### config.mk
export PLATFORM = sky130hd
export DESIGN_NAME = qau_conv
export DESIGN_NICKNAME = d
export VERILOG_FILES = /design/src/hdl/qau_pkg.sv /design/src/hdl/qau_conv.sv
export SDC_FILE = /design/constraint.sdc
export NUM_CORES = 1
export LEC_CHECK = 0
export ABC_AREA = 1
export BUFFER_PORTS_ARGS = -buffer_cell sky130_fd_sc_hd__buf_4
export CAP_MARGIN = 0
export CELL_PAD_IN_SITES_DETAIL_PLACEMENT = 1
export CELL_PAD_IN_SITES_GLOBAL_PLACEMENT = 2
export CORE_MARGIN = 2
export CORE_UTILIZATION = 33
export CTS_CLUSTER_SIZE = 20
export DETAILED_ROUTE_END_ITERATION = 6
export HOLD_SLACK_MARGIN = 0.08
export PLACE_DENSITY = 0.95
export SYNTH_ARGS = -nofsm -noshare
export SYNTH_HDL_FRONTEND = slang
export SYNTH_SLANG_ARGS = --single-unit
export TNS_END_PERCENT = 100
### constraint.sdc
create_clock -name clk -period 4.4 [get_ports clk]
set_input_delay 1.1 -clock clk [delete_from_list [all_inputs] [get_ports clk]]
set_output_delay 1.1 -clock clk [all_outputs]
set_load 0.005 [all_outputs]
### src/hdl/qau_pkg.sv
`timescale 1ns / 1ps

package qau_pkg;

  localparam logic [1:0] CMD_MUL  = 2'd0;
  localparam logic [1:0] CMD_DIV  = 2'd1;
  localparam logic [1:0] CMD_CONV = 2'd2;
  localparam logic [1:0] CMD_NONE = 2'd3;

  localparam logic [1:0] ST_OK   = 2'd0;
  localparam logic [1:0] ST_OVF  = 2'd1;
  localparam logic [1:0] ST_DIV0 = 2'd2;

  localparam logic [31:0] POS_SAT = 32'h7fff_ffff;
  localparam logic [31:0] NEG_SAT = 32'h8000_0000;

  localparam logic [7:0] EXP_MAX    = 8'hff;
  localparam int         CONV_BIAS  = 150;
  localparam int         SHIFT_MAX  = 8;

  typedef struct packed {
    logic [1:0]          command;
    logic signed [31:0]  operand_a;
    logic signed [31:0]  operand_b;
  } in_word_t;

  typedef struct packed {
    logic signed [31:0]  result;
    logic [1:0]          status;
  } out_word_t;

endpackage

### src/hdl/qau_conv.sv
`timescale 1ns / 1ps

module qau_conv #(
  parameter int FRAC_BITS = 16
) (
  input  logic                  clk,
  input  logic                  rst_n,
  input  logic                  in_valid,
  input  logic [31:0]           in_bits,
  output logic                  out_valid,
  output qau_pkg::out_word_t    out_word
);

  logic              v1_r, v2_r;
  logic              neg_r, zero_r, sat_r;
  logic [31:0]       mag_r, mag_nxt;
  logic              sat_nxt;
  logic [7:0]        ex;
  logic [23:0]       mant;
  logic signed [9:0] sh;
  logic [9:0]        rsh;
  qau_pkg::out_word_t word_r, word_nxt;

  assign ex   = in_bits[30:23];
  assign mant = {1'b1, in_bits[22:0]};
  assign sh   = $signed({2'b00, ex}) - 10'(qau_pkg::CONV_BIAS - FRAC_BITS);
  assign rsh  = -sh;

  always_comb begin
    sat_nxt = (ex == qau_pkg::EXP_MAX) || (sh > 10'(qau_pkg::SHIFT_MAX));
    if (sh >= 0) begin
      mag_nxt = {8'd0, mant} << sh[3:0];
    end else if (rsh >= 10'd32) begin
      mag_nxt = '0;
    end else begin
      mag_nxt = {8'd0, mant} >> rsh[4:0];
    end
  end

  always_comb begin
    word_nxt.status = qau_pkg::ST_OK;
    word_nxt.result = neg_r ? -mag_r : mag_r;
    if (zero_r) begin
      word_nxt.result = '0;
    end else if (sat_r || (neg_r ? (mag_r > qau_pkg::NEG_SAT) : (mag_r > qau_pkg::POS_SAT))) begin
      word_nxt.result = neg_r ? qau_pkg::NEG_SAT : qau_pkg::POS_SAT;
      word_nxt.status = qau_pkg::ST_OVF;
    end
  end

  always_ff @(posedge clk) begin
    if (!rst_n) begin
      v1_r <= 1'b0;
      v2_r <= 1'b0;
    end else begin
      v1_r <= in_valid;
      v2_r <= v1_r;
    end
    neg_r  <= in_bits[31];
    zero_r <= (ex == 8'd0);
    sat_r  <= sat_nxt;
    mag_r  <= mag_nxt;
    word_r <= word_nxt;
  end

  assign out_valid = v2_r;
  assign out_word  = word_r;

endmodule

==> run_results.csv <==
group,metric,value,unit
clock_tree,cts_hold_buf,0,
layout,diodes,0,
min_path,hp-class,"reg -> reg",
sta,setup_violations,0,
drt,first_pass_iters,4,
drt,wirelength,19.13,mm
yosys,synth_edf_count,0,
worst_setup_path,cp_num_buf_inv,5,
floorplan,coreArea,16410,sq um
clock_tree,cts-root-buf,"clkbuf_16",
worst_setup_path,cp.required,4690,ps
floorplan,die_w,132.7,um
yosys,ys_async_sr_fraction,0,%
grt,grt.overflow.total,0,
clock_tree,clk-insertion-delay-late,350,ps
grt,grt_max_degree,56,
grt,globalRouteMet3Util,2.567,%
worst_setup_path,rr_startpoint,"mag_r[0]$_DFF_P_",
grt,grt-busiest-layer,"met2",
sta,fin_crit,3447,ps
worst_setup_path,path_class,"in -> reg",
clock_tree,cts_sinks,70,
worst_setup_path,crit_chain,"buf_4, ha_1, buf_4, inv_1, buf_4, ha_1, buf_4, o21ai_0, nand2_1, a21oi_1, nand3_1, nand2_1",
sta,finClkSkew,10.36,ps
layout,fillCellCount,2236,
yosys,ys_seq_elements,70,
grt,antenna_found_initial,0,
worst_setup_path,critPathTopFamily,"buffers and inverters",
worst_setup_path,r2r-end,"out_word[21]$_SDFF_PP0_",
yosys,synth.area.mux_share,0.7321,%
clock_tree,cts.path.max_buffers,2,
min_path,min_from,"v1_r$_SDFF_PN0_",
layout,design_area,6425,sq um
floorplan,die_area,17620,sq um
place,gp_congestion,0.9430,
pwr,p_per_area,382.4,nW/um^2
worst_setup_path,path_common_cell,"buf_4",
clock_tree,numCtsBuffers,9,
yosys,ys_seq_area_share,25.62,%
sta,finalSetupTns,0,ps
pwr,power,2.457,mW
yosys,synth_area_per_cell,5.806,sq um
floorplan,die_h,132.7,um
sta,rsz0062_at_grt,"no",
drt,ant_nets,0,
drt,drt_iter0_drc,406,
worst_setup_path,crit_path_end_kind,"register",
layout,area_delta_synth_final,17.48,%
sta,relSlewSlack,28.04,%
place,post_dp_cell_area,6100,sq um
drt,detail_route.wl_per_cell,15.87,um
sta,final-max-slew-violation-count,0,
yosys,yosys_warnings,0,
sta,max_freq,0.2901,GHz
run,cap_violations,0,
worst_setup_path,worstPathArrival,3740,ps
min_path,hold_depth,2,
yosys,synth_simple_gate_area_share,41.46,%
yosys,netlist_area,5469,sq um
place,port_buffers,68,
clock_tree,cts_resized,0,
sta,max_slew.worst_pin.slew,1078,ps
clock_tree,tritoncts,"built",
drt,viasPerCell,5.064,
layout,final_nets,1022,
yosys,synthAdderAreaFrac,1.373,%
sta,hold_violations,0,
place,hpwlAfterDp,15.49,mm
worst_setup_path,worst-path-max-fanout,30,
status,status,"finished clean",
yosys,synth_compound_area_share,17.30,%
layout,layout-drive-gt1-share,12.07,%
min_path,hold_path_end,"out_valid$_SDFF_PN0_",
grt,met1_usage,27.76,%
floorplan,start_util,33.33,%
grt,grt_usage,21.74,%
drt,remaining_drc_errors,0,
floorplan,num_rows,47,
yosys,yosys_most_used_dff,"dfxtp_1",
sta,finalCritPeriodShare,78.33,%
worst_setup_path,cp_slowest_cell,"o21ai_0",
yosys,synthDistinctLibCells,40,
floorplan,pin_count,70,
pwr,ir_drop,0.1985,mV
grt,grt_pass1_vias,5855,
yosys,synth-xor-area-share,3.340,%
drt,vias,6107,
clock_tree,clkSlewWorstSetupHoldPaths,60,ps
yosys,synth_top_family_by_area,"simple AND/OR/NAND/NOR gates",
yosys,synth.net_count,983,
clock_tree,cts.htree.levels,3,
grt,grt_pass1_wl,30.62,mm
grt,met2_usage,37.31,%
worst_setup_path,r2r_cells,11,
clock_tree,postCtsSetupRepairBufs,0,
pwr,leakagePower,3.098,nW
worst_setup_path,regToRegSetupSlack,1960,ps
yosys,netlist_instances,942,
worst_setup_path,startpoint_type,"input pin",
worst_setup_path,slowest_delay,570,ps
-- cells in the mapped netlist, types with 2 or more instances --
cell type,n,area (sq um)
clkbuf_1,26,97.59
nand4_1,10,62.56
o21ai_0,85,425.4
buf_1,5,18.77
a22oi_1,4,30.03
nor2_1,70,262.8
inv_2,4,15.01
ha_1,6,75.07
nor3_1,2,10.01
mux2i_1,4,40.04
dfxtp_1,70,1401
nand3_1,111,555.5
buf_2,13,65.06
buf_4,5,37.54
o21bai_1,6,45.04
and2_1,3,18.77
nand2_1,321,1205
nand3_2,2,20.02
inv_1,77,289.0
xnor2_1,3,26.28
nand2_2,3,18.77
clkinv_1,2,7.510
a21oi_1,50,250.2
o211ai_1,12,90.09
nor2_2,3,18.77
nand3b_1,3,22.52
buf_6,2,22.52
or2_0,2,12.51
nor2_4,2,22.52
xor2_1,16,140.1
or2_2,6,37.54
o21a_1,6,45.04
-- area by class of cell --
type	instances	area, sq um	area share, %
multi-input combinational	738	3518	54.76
sequential	70	1401	21.81
clock buffer	11	242.7	3.778
tap	220	275.3	4.284
inverter	83	311.5	4.849
clock inverter	5	82.58	1.285
timing repair buffer	79	593.1	9.231
-- worst max-delay path by stage --
stage | startpoint | to | slack, ps | cells after the start
after floorplan | in_bits[24] | mag_r[1]$_DFF_P_ | 1300 | 12
after global placement | in_bits[24] | mag_r[3]$_DFF_P_ | 640 | 12
after detailed placement | in_bits[24] | mag_r[3]$_DFF_P_ | 640 | 12
after CTS | in_bits[24] | mag_r[3]$_DFF_P_ | 990 | 12
after global routing | in_bits[24] | mag_r[3]$_DFF_P_ | 830 | 12
final | in_bits[24] | mag_r[3]$_DFF_P_ | 950 | 12
-- kinds of logic (layout without fill, tap and decap cells) --
group	after synthesis	count (layout)
AO/OA/AOI/OAI	169	169
XOR/XNOR	20	20
adder cells (fa/ha/maj)	6	6
buffers and inverters	134	178
flip-flops	70	70
multiplexers	4	4
other	1	1
AND/OR/NAND/NOR	538	538
-- through the flow --
step	util [%]	setup WS [ps]	hold WS [ps]	std cells
3_5_place_dp	37.18	639.3	403.6	1190
4_1_cts	39.16	993.6	419.7	1206
2_1_floorplan	-	1299	390.0	942
3_3_place_gp	37.18	641.0	402.9	1190
6_report	39.16	953.4	414.7	1206
5_1_grt	39.16	826.9	433.2	1206
-- power by group --
| part | internal, mW | leakage, nW | switching [mW] |
|---|---|---|---|
| Clock | 0.511 | 0.148 | 0.269 |
| Combinational | 0.328 | 2.37 | 0.569 |
| Sequential | 0.729 | 0.584 | 0.0509 |
| Total | 1.57 | 3.10 | 0.889 |
-- worst min-delay path, cell delays in order (launching register included) --
cell	delay, ps
dfxtp_1	300
nand2_1	50
inv_1	40
-- routing by layer --
layer | vias to the layer above | wire length [um] | share of wire [%]
li1 | 3120 | - | -
met1 | 2823 | 9028 | 47
met2 | 135 | 8970 | 47
met3 | 29 | 601 | 3.1
met4 | 0 | 534 | 2.8
met5 | - | 0 | 0
-- layout by cell type (no fill, tap or decap), types with 3 or more instances in the layout --
| master | Yosys | final |
|---|---|---|
| and2_1 | 3 | 3 |
| buf_4 | 5 | 79 |
| or2_2 | 6 | 6 |
| nand2_2 | 3 | 3 |
| clkbuf_16 | 0 | 9 |
| nand3b_1 | 3 | 3 |
| o21ai_0 | 85 | 85 |
| xor2_1 | 16 | 16 |
| nor2_1 | 70 | 70 |
| nand2_1 | 321 | 321 |
| xnor2_1 | 3 | 3 |
| o21a_1 | 6 | 6 |
| o21bai_1 | 6 | 6 |
| nand4_1 | 10 | 10 |
| ha_1 | 6 | 6 |
| nand3_1 | 111 | 111 |
| inv_2 | 4 | 4 |
| a21oi_1 | 50 | 49 |
| mux2i_1 | 4 | 4 |
| clkinvlp_4 | 0 | 3 |
| a22oi_1 | 4 | 4 |
| dfxtp_1 | 70 | 70 |
| inv_1 | 77 | 77 |
| nor2_2 | 3 | 3 |
| o211ai_1 | 12 | 12 |
-- registers in the layout, indices dropped and copies added (netlist names) --
register	count
mag_r	32
zero_r	1
v1_r	1
sat_r	1
out_valid	1
out_word	33
neg_r	1
Power figures use the tool's default switching activity.
