File: src/hdl/qau_pkg.sv
`timescale 1ns / 1ps

package qau_pkg;

  localparam logic [1:0] CMD_MUL  = 2'd0;
  localparam logic [1:0] CMD_DIV  = 2'd1;
  localparam logic [1:0] CMD_CONV = 2'd2;
  localparam logic [1:0] CMD_NONE = 2'd3;

  localparam logic [1:0] ST_OK   = 2'd0;
  localparam logic [1:0] ST_OVF  = 2'd1;
  localparam logic [1:0] ST_DIV0 = 2'd2;

  localparam logic [31:0] POS_SAT = 32'h7fff_ffff;
  localparam logic [31:0] NEG_SAT = 32'h8000_0000;

  localparam logic [7:0] EXP_MAX    = 8'hff;
  localparam int         CONV_BIAS  = 150;
  localparam int         SHIFT_MAX  = 8;

  typedef struct packed {
    logic [1:0]          command;
    logic signed [31:0]  operand_a;
    logic signed [31:0]  operand_b;
  } in_word_t;

  typedef struct packed {
    logic signed [31:0]  result;
    logic [1:0]          status;
  } out_word_t;

endpackage

File: src/hdl/qau_mul.sv
`timescale 1ns / 1ps

module qau_mul #(
  parameter int FRAC_BITS = 16
) (
  input  logic                  clk,
  input  logic                  rst_n,
  input  logic                  in_valid,
  input  logic signed [31:0]    in_a,
  input  logic signed [31:0]    in_b,
  output logic                  out_valid,
  output qau_pkg::out_word_t    out_word
);

  logic               v1_r, v2_r;
  logic signed [63:0] prod_r;
  qau_pkg::out_word_t word_r, word_nxt;
  logic [32-FRAC_BITS:0] top_bits;

  assign top_bits = prod_r[63:FRAC_BITS+31];

  always_comb begin
    word_nxt.result = prod_r[FRAC_BITS+31:FRAC_BITS];
    word_nxt.status = ((&top_bits) || !(|top_bits)) ? qau_pkg::ST_OK : qau_pkg::ST_OVF;
  end

  always_ff @(posedge clk) begin
    if (!rst_n) begin
      v1_r <= 1'b0;
      v2_r <= 1'b0;
    end else begin
      v1_r <= in_valid;
      v2_r <= v1_r;
    end
    prod_r <= 64'(in_a) * 64'(in_b);
    word_r <= word_nxt;
  end

  assign out_valid = v2_r;
  assign out_word  = word_r;

endmodule

File: config.mk
export PLATFORM = sky130hd
export DESIGN_NAME = qau_mul
export DESIGN_NICKNAME = d
export VERILOG_FILES = /design/src/hdl/qau_pkg.sv /design/src/hdl/qau_mul.sv
export SDC_FILE = /design/constraint.sdc
export NUM_CORES = 2
export LEC_CHECK = 0
export BUFFER_PORTS_ARGS = -buffer_cell sky130_fd_sc_hd__buf_2
export CAP_MARGIN = 10
export CORE_UTILIZATION = 70
export DETAILED_ROUTE_END_ITERATION = 16
export HOLD_SLACK_MARGIN = 0.06
export PLACE_DENSITY_LB_ADDON = 0.25
export SLEW_MARGIN = 30
export SYNTH_ARGS = -nofsm -noshare
export SYNTH_HDL_FRONTEND = slang
export SYNTH_SLANG_ARGS = --single-unit
File: constraint.sdc
create_clock -name clk -period 19.25 [get_ports clk]
set_input_delay 2.8875 -clock clk [delete_from_list [all_inputs] [get_ports clk]]
set_output_delay 2.8875 -clock clk [all_outputs]
set_load 0.02 [all_outputs]
==> metrics.txt <==
# TYPE chip_impl_metric gauge
chip_impl_metric{name="cts_resized",unit=""} 0
chip_impl_metric{name="clock_slew_at_the_register_clock_pins_of_the_worst_setup_and_hold_paths",unit="ns"} 0.06
chip_impl_metric{name="synth_adder_area_share",unit=""} 0.641
chip_impl_metric{name="multiplexer_share_of_the_synthesized_area",unit=""} 0
chip_impl_metric{name="ys_ff_latch",unit=""} 83
chip_impl_metric{name="area_delta_synth_final",unit="%"} 2.51
chip_impl_metric{name="remaining_drc_errors",unit=""} 0
chip_impl_metric{name="grt_pass1_wl",unit="mm"} 145
chip_impl_info{name="critical_path.startpoint",value="in_b[5]"} 1
chip_impl_metric{name="place.detailed.hpwl",unit="mm"} 72.5
chip_impl_metric{name="yosysWarningCount",unit=""} 0
chip_impl_metric{name="drt.antenna.violating_nets",unit=""} 0
chip_impl_metric{name="layout_min_cycle_time",unit="ns"} 10.86
chip_impl_metric{name="drive_gt1_frac",unit=""} 0.0339
chip_impl_metric{name="pin_count_of_the_biggest_net_entering_global_routing",unit=""} 33
chip_impl_info{name="r2r-start",value="prod_r[47]"} 1
chip_impl_metric{name="grtUsageTotal",unit=""} 0.349
chip_impl_metric{name="clkSinkCount",unit=""} 83
chip_impl_metric{name="syn-num-nets",unit=""} 5214
chip_impl_info{name="postSynth.topFlopCell",value="sky130_fd_sc_hd__dfxtp_1"} 1
chip_impl_info{name="hold_path.class",value="register to register"} 1
chip_impl_metric{name="via_count_of_the_first_global_routing_pass",unit=""} 28900
chip_impl_info{name="hold_path.startpoint",value="prod_r[23]"} 1
chip_impl_metric{name="r2r_slack",unit="ns"} 18.06
chip_impl_info{name="crit-reg2reg-capture",value="out_word[0]"} 1
chip_impl_metric{name="synth_compound_area_frac",unit=""} 0.0264
chip_impl_metric{name="synthCells",unit=""} 3886
chip_impl_metric{name="cts_made_buffers",unit=""} 9
chip_impl_metric{name="cts_hold_repair.buffers",unit=""} 0
chip_impl_metric{name="clk_latency_worst_skew_pair",unit="ns"} 0.34
chip_impl_metric{name="drt_first_pass_iters",unit=""} 6
chip_impl_metric{name="detail_route.iter0.violations",unit=""} 1544
chip_impl_metric{name="timing.setup.tns",unit="ns"} 0
chip_impl_metric{name="asr_flop_ratio_synth",unit=""} 0
chip_impl_metric{name="postCtsSetupBuffers",unit=""} 0
chip_impl_metric{name="cap_viol_max_count",unit=""} 0
chip_impl_metric{name="chipHeight",unit="um"} 233
chip_impl_metric{name="overall_overflow_remaining_after_global_route",unit=""} 0
chip_impl_metric{name="antenna_found_initial",unit=""} 2
chip_impl_metric{name="fmaxAchievable",unit="GHz"} 0.0921
chip_impl_metric{name="finalHoldViolCount",unit=""} 0
chip_impl_metric{name="fin_crit_sh",unit=""} 0.564
chip_impl_metric{name="report.final.slew_viol_count",unit=""} 0
chip_impl_metric{name="core_area",unit="um^2"} 52700
chip_impl_metric{name="dieWidth",unit="um"} 233
chip_impl_metric{name="cts_max_path_buffers",unit=""} 2
chip_impl_metric{name="synthXorXnorAreaFrac",unit=""} 0.0143
chip_impl_metric{name="routed_wl",unit="mm"} 86.9
chip_impl_metric{name="max_slew.worst_pin.slew",unit="ns"} 0.814
chip_impl_metric{name="design.die.area",unit="um^2"} 54200
chip_impl_metric{name="gpl.final_weighted_congestion",unit=""} 0.942
chip_impl_metric{name="r2r.worst_path.cells",unit=""} 4
chip_impl_info{name="grt_setup_unrepaired",value="false"} 1
chip_impl_metric{name="initial_core_utilization",unit=""} 0.708
chip_impl_metric{name="worst_slew_margin_rel",unit=""} 0.458
chip_impl_metric{name="final_net_count",unit=""} 5129
chip_impl_info{name="worst_setup_path_start_kind",value="input port"} 1
chip_impl_info{name="kind_of_capture_point_of_the_worst_setup_path",value="register"} 1
chip_impl_info{name="cts-root-buf",value="sky130_fd_sc_hd__clkbuf_16"} 1
chip_impl_info{name="timing.setup.critical_path_class",value="input port to register"} 1
chip_impl_metric{name="viasPerCell",unit=""} 5.70
chip_impl_metric{name="synth_edf_count",unit=""} 0
chip_impl_metric{name="post_synth_num_cell_types",unit=""} 56
chip_impl_info{name="tritoncts",value="built"} 1
chip_impl_info{name="combinational_family_with_the_most_area_after_synthesis",value="adder cells"} 1
chip_impl_metric{name="place.port_buffers",unit=""} 100
chip_impl_metric{name="n_antenna_cell",unit=""} 0
chip_impl_info{name="holdPathEnd",value="out_word[9]"} 1
chip_impl_info{name="status",value="complete, no violations"} 1
chip_impl_metric{name="route.vias.total",unit=""} 25600
chip_impl_metric{name="h-tree-depth",unit=""} 3
chip_impl_metric{name="worst-endpoint-arrival",unit="ns"} 11.10
chip_impl_metric{name="setup-violations-final",unit=""} 0
chip_impl_metric{name="wl_per_cell",unit="um"} 19.3
chip_impl_metric{name="holdPathStages",unit=""} 0
chip_impl_metric{name="ios",unit=""} 102
chip_impl_metric{name="synth-simple-area-share",unit=""} 0.157
chip_impl_metric{name="finClkSkew",unit="ns"} 0.00673
chip_impl_metric{name="synth-seq-area-share",unit=""} 0.0445
chip_impl_metric{name="core.rowCount",unit=""} 84
chip_impl_metric{name="combined_area_of_all_synthesized_cells",unit="um^2"} 37300
chip_impl_metric{name="required_time_of_the_critical_path",unit="ns"} 19.49
chip_impl_metric{name="critical_path.max_fanout",unit=""} 32
chip_impl_metric{name="synth.avg_cell_area",unit="um^2"} 9.60
## cell families after synthesis
| logic type | Yosys count |
|---|---|
| AOI/OAI and AO/OA | 152 |
| xor gates and xnor gates | 61 |
| adders and majority gates | 1261 |
| buffers and inverters | 1157 |
| DFF | 83 |
| other | 1 |
| and+or+nand+nor | 1171 |
## state kept, by name, indices dropped and copies added (netlist names)
name,flops
out_valid,1
out_word,33
prod_r,48
v1_r,1
## area by class of cell
cell class / count / area (um^2)
multi-input cells: 2646 / 31300
fillers: 3831 / 14400
inverters: 953 / 3580
flip-flops and latches: 83 / 1660
well taps: 688 / 861
repair buffers: 108 / 561
clock buffers: 10 / 229
clock inverters: 6 / 71.3
## worst max-delay path, stage by stage
cell                       delay [ns]
sky130_fd_sc_hd__buf_2           0.51
sky130_fd_sc_hd__nand2_1         0.24
sky130_fd_sc_hd__inv_1           0.13
sky130_fd_sc_hd__fa_1            0.41
sky130_fd_sc_hd__inv_1           0.28
sky130_fd_sc_hd__fa_1            0.48
sky130_fd_sc_hd__inv_1           0.22
sky130_fd_sc_hd__fa_1            0.51
sky130_fd_sc_hd__fa_1            0.81
sky130_fd_sc_hd__inv_1           0.36
sky130_fd_sc_hd__fa_1            0.57
sky130_fd_sc_hd__inv_1           0.06
sky130_fd_sc_hd__fa_1            0.58
sky130_fd_sc_hd__fa_1            0.44
sky130_fd_sc_hd__fa_1            0.46
sky130_fd_sc_hd__ha_1            0.35
sky130_fd_sc_hd__a21o_1          0.18
sky130_fd_sc_hd__a21o_1          0.18
sky130_fd_sc_hd__a21oi_1         0.24
sky130_fd_sc_hd__nor3b_1         0.22
sky130_fd_sc_hd__a21oi_1         0.15
sky130_fd_sc_hd__o21ai_0         0.39
sky130_fd_sc_hd__nand2_1         0.15
sky130_fd_sc_hd__o311ai_1        0.26
## synth_stat cells, drive strengths merged, types with 8 or more instances
cell type	number	area, um^2
fa	1081	21600
inv	953	3580
nand2	529	1990
and2	511	3200
clkbuf	197	739
ha	180	2250
dfxtp	83	1660
a21oi	55	275
nor2	55	206
xnor2	43	377
o21ai	22	114
a21o	18	135
xor2	18	158
nand4	15	93.8
nor3	13	65.1
nand2b	11	68.8
o21a	9	67.6
a211oi	8	60.1
nand3	8	40.0
## cells in the final DEF, fill, tap and decap left out, types with 6 or more instances in the layout
cell	n
sky130_fd_sc_hd__xor2_1	18
sky130_fd_sc_hd__buf_4	8
sky130_fd_sc_hd__o21bai_1	6
sky130_fd_sc_hd__nor3_1	13
sky130_fd_sc_hd__a211oi_1	8
sky130_fd_sc_hd__fa_1	1081
sky130_fd_sc_hd__a21oi_1	55
sky130_fd_sc_hd__buf_2	100
sky130_fd_sc_hd__nand4_1	15
sky130_fd_sc_hd__a21o_1	18
sky130_fd_sc_hd__and2_1	511
sky130_fd_sc_hd__nand2_1	529
sky130_fd_sc_hd__clkbuf_16	9
sky130_fd_sc_hd__o21ai_0	21
sky130_fd_sc_hd__a31oi_1	7
sky130_fd_sc_hd__o21a_1	9
sky130_fd_sc_hd__dfxtp_1	83
sky130_fd_sc_hd__nand3_1	8
sky130_fd_sc_hd__nor2b_1	7
sky130_fd_sc_hd__xnor2_1	43
sky130_fd_sc_hd__nor2_1	55
sky130_fd_sc_hd__nand2b_1	11
sky130_fd_sc_hd__ha_1	180
sky130_fd_sc_hd__inv_1	953
## metal layers
| layer | vias up | part of all wire | track usage |
|---|---|---|---|
| met4 | 4 | 0.053 | 0.164 |
| met2 | 1103 | 0.51 | 0.604 |
| met5 | - | 0.00026 | 0 |
| met1 | 13400 | 0.37 | 0.439 |
| li1 | 10800 | - | - |
| met3 | 310 | 0.062 | 0.0409 |
## how the worst max path moves through the flow
stage                       endpoint  slack (ns)
final                     prod_r[62]        8.39
after CTS                 prod_r[62]        8.39
after floorplan           prod_r[60]        9.30
after detailed placement  prod_r[62]        8.03
after global placement    prod_r[62]        8.38
after global routing      prod_r[62]        7.86
## through the flow
step           instances  utilization  hold WS (ns)  worst slack (ns)  area, um^2
2_1_floorplan       3886            -         0.310              9.30       37300
3_3_place_gp        4478        0.721         0.310              8.38       37900
3_5_place_dp        4478        0.721         0.313              8.03       37900
4_1_cts             4494        0.726         0.328              8.39       38200
5_1_grt             4494        0.726         0.328              7.86       38200
6_report            4494        0.726         0.326              8.39       38200
Power is not shown: default switching activity piles up to over one toggle a cycle in this logic, so the estimate is an artifact.
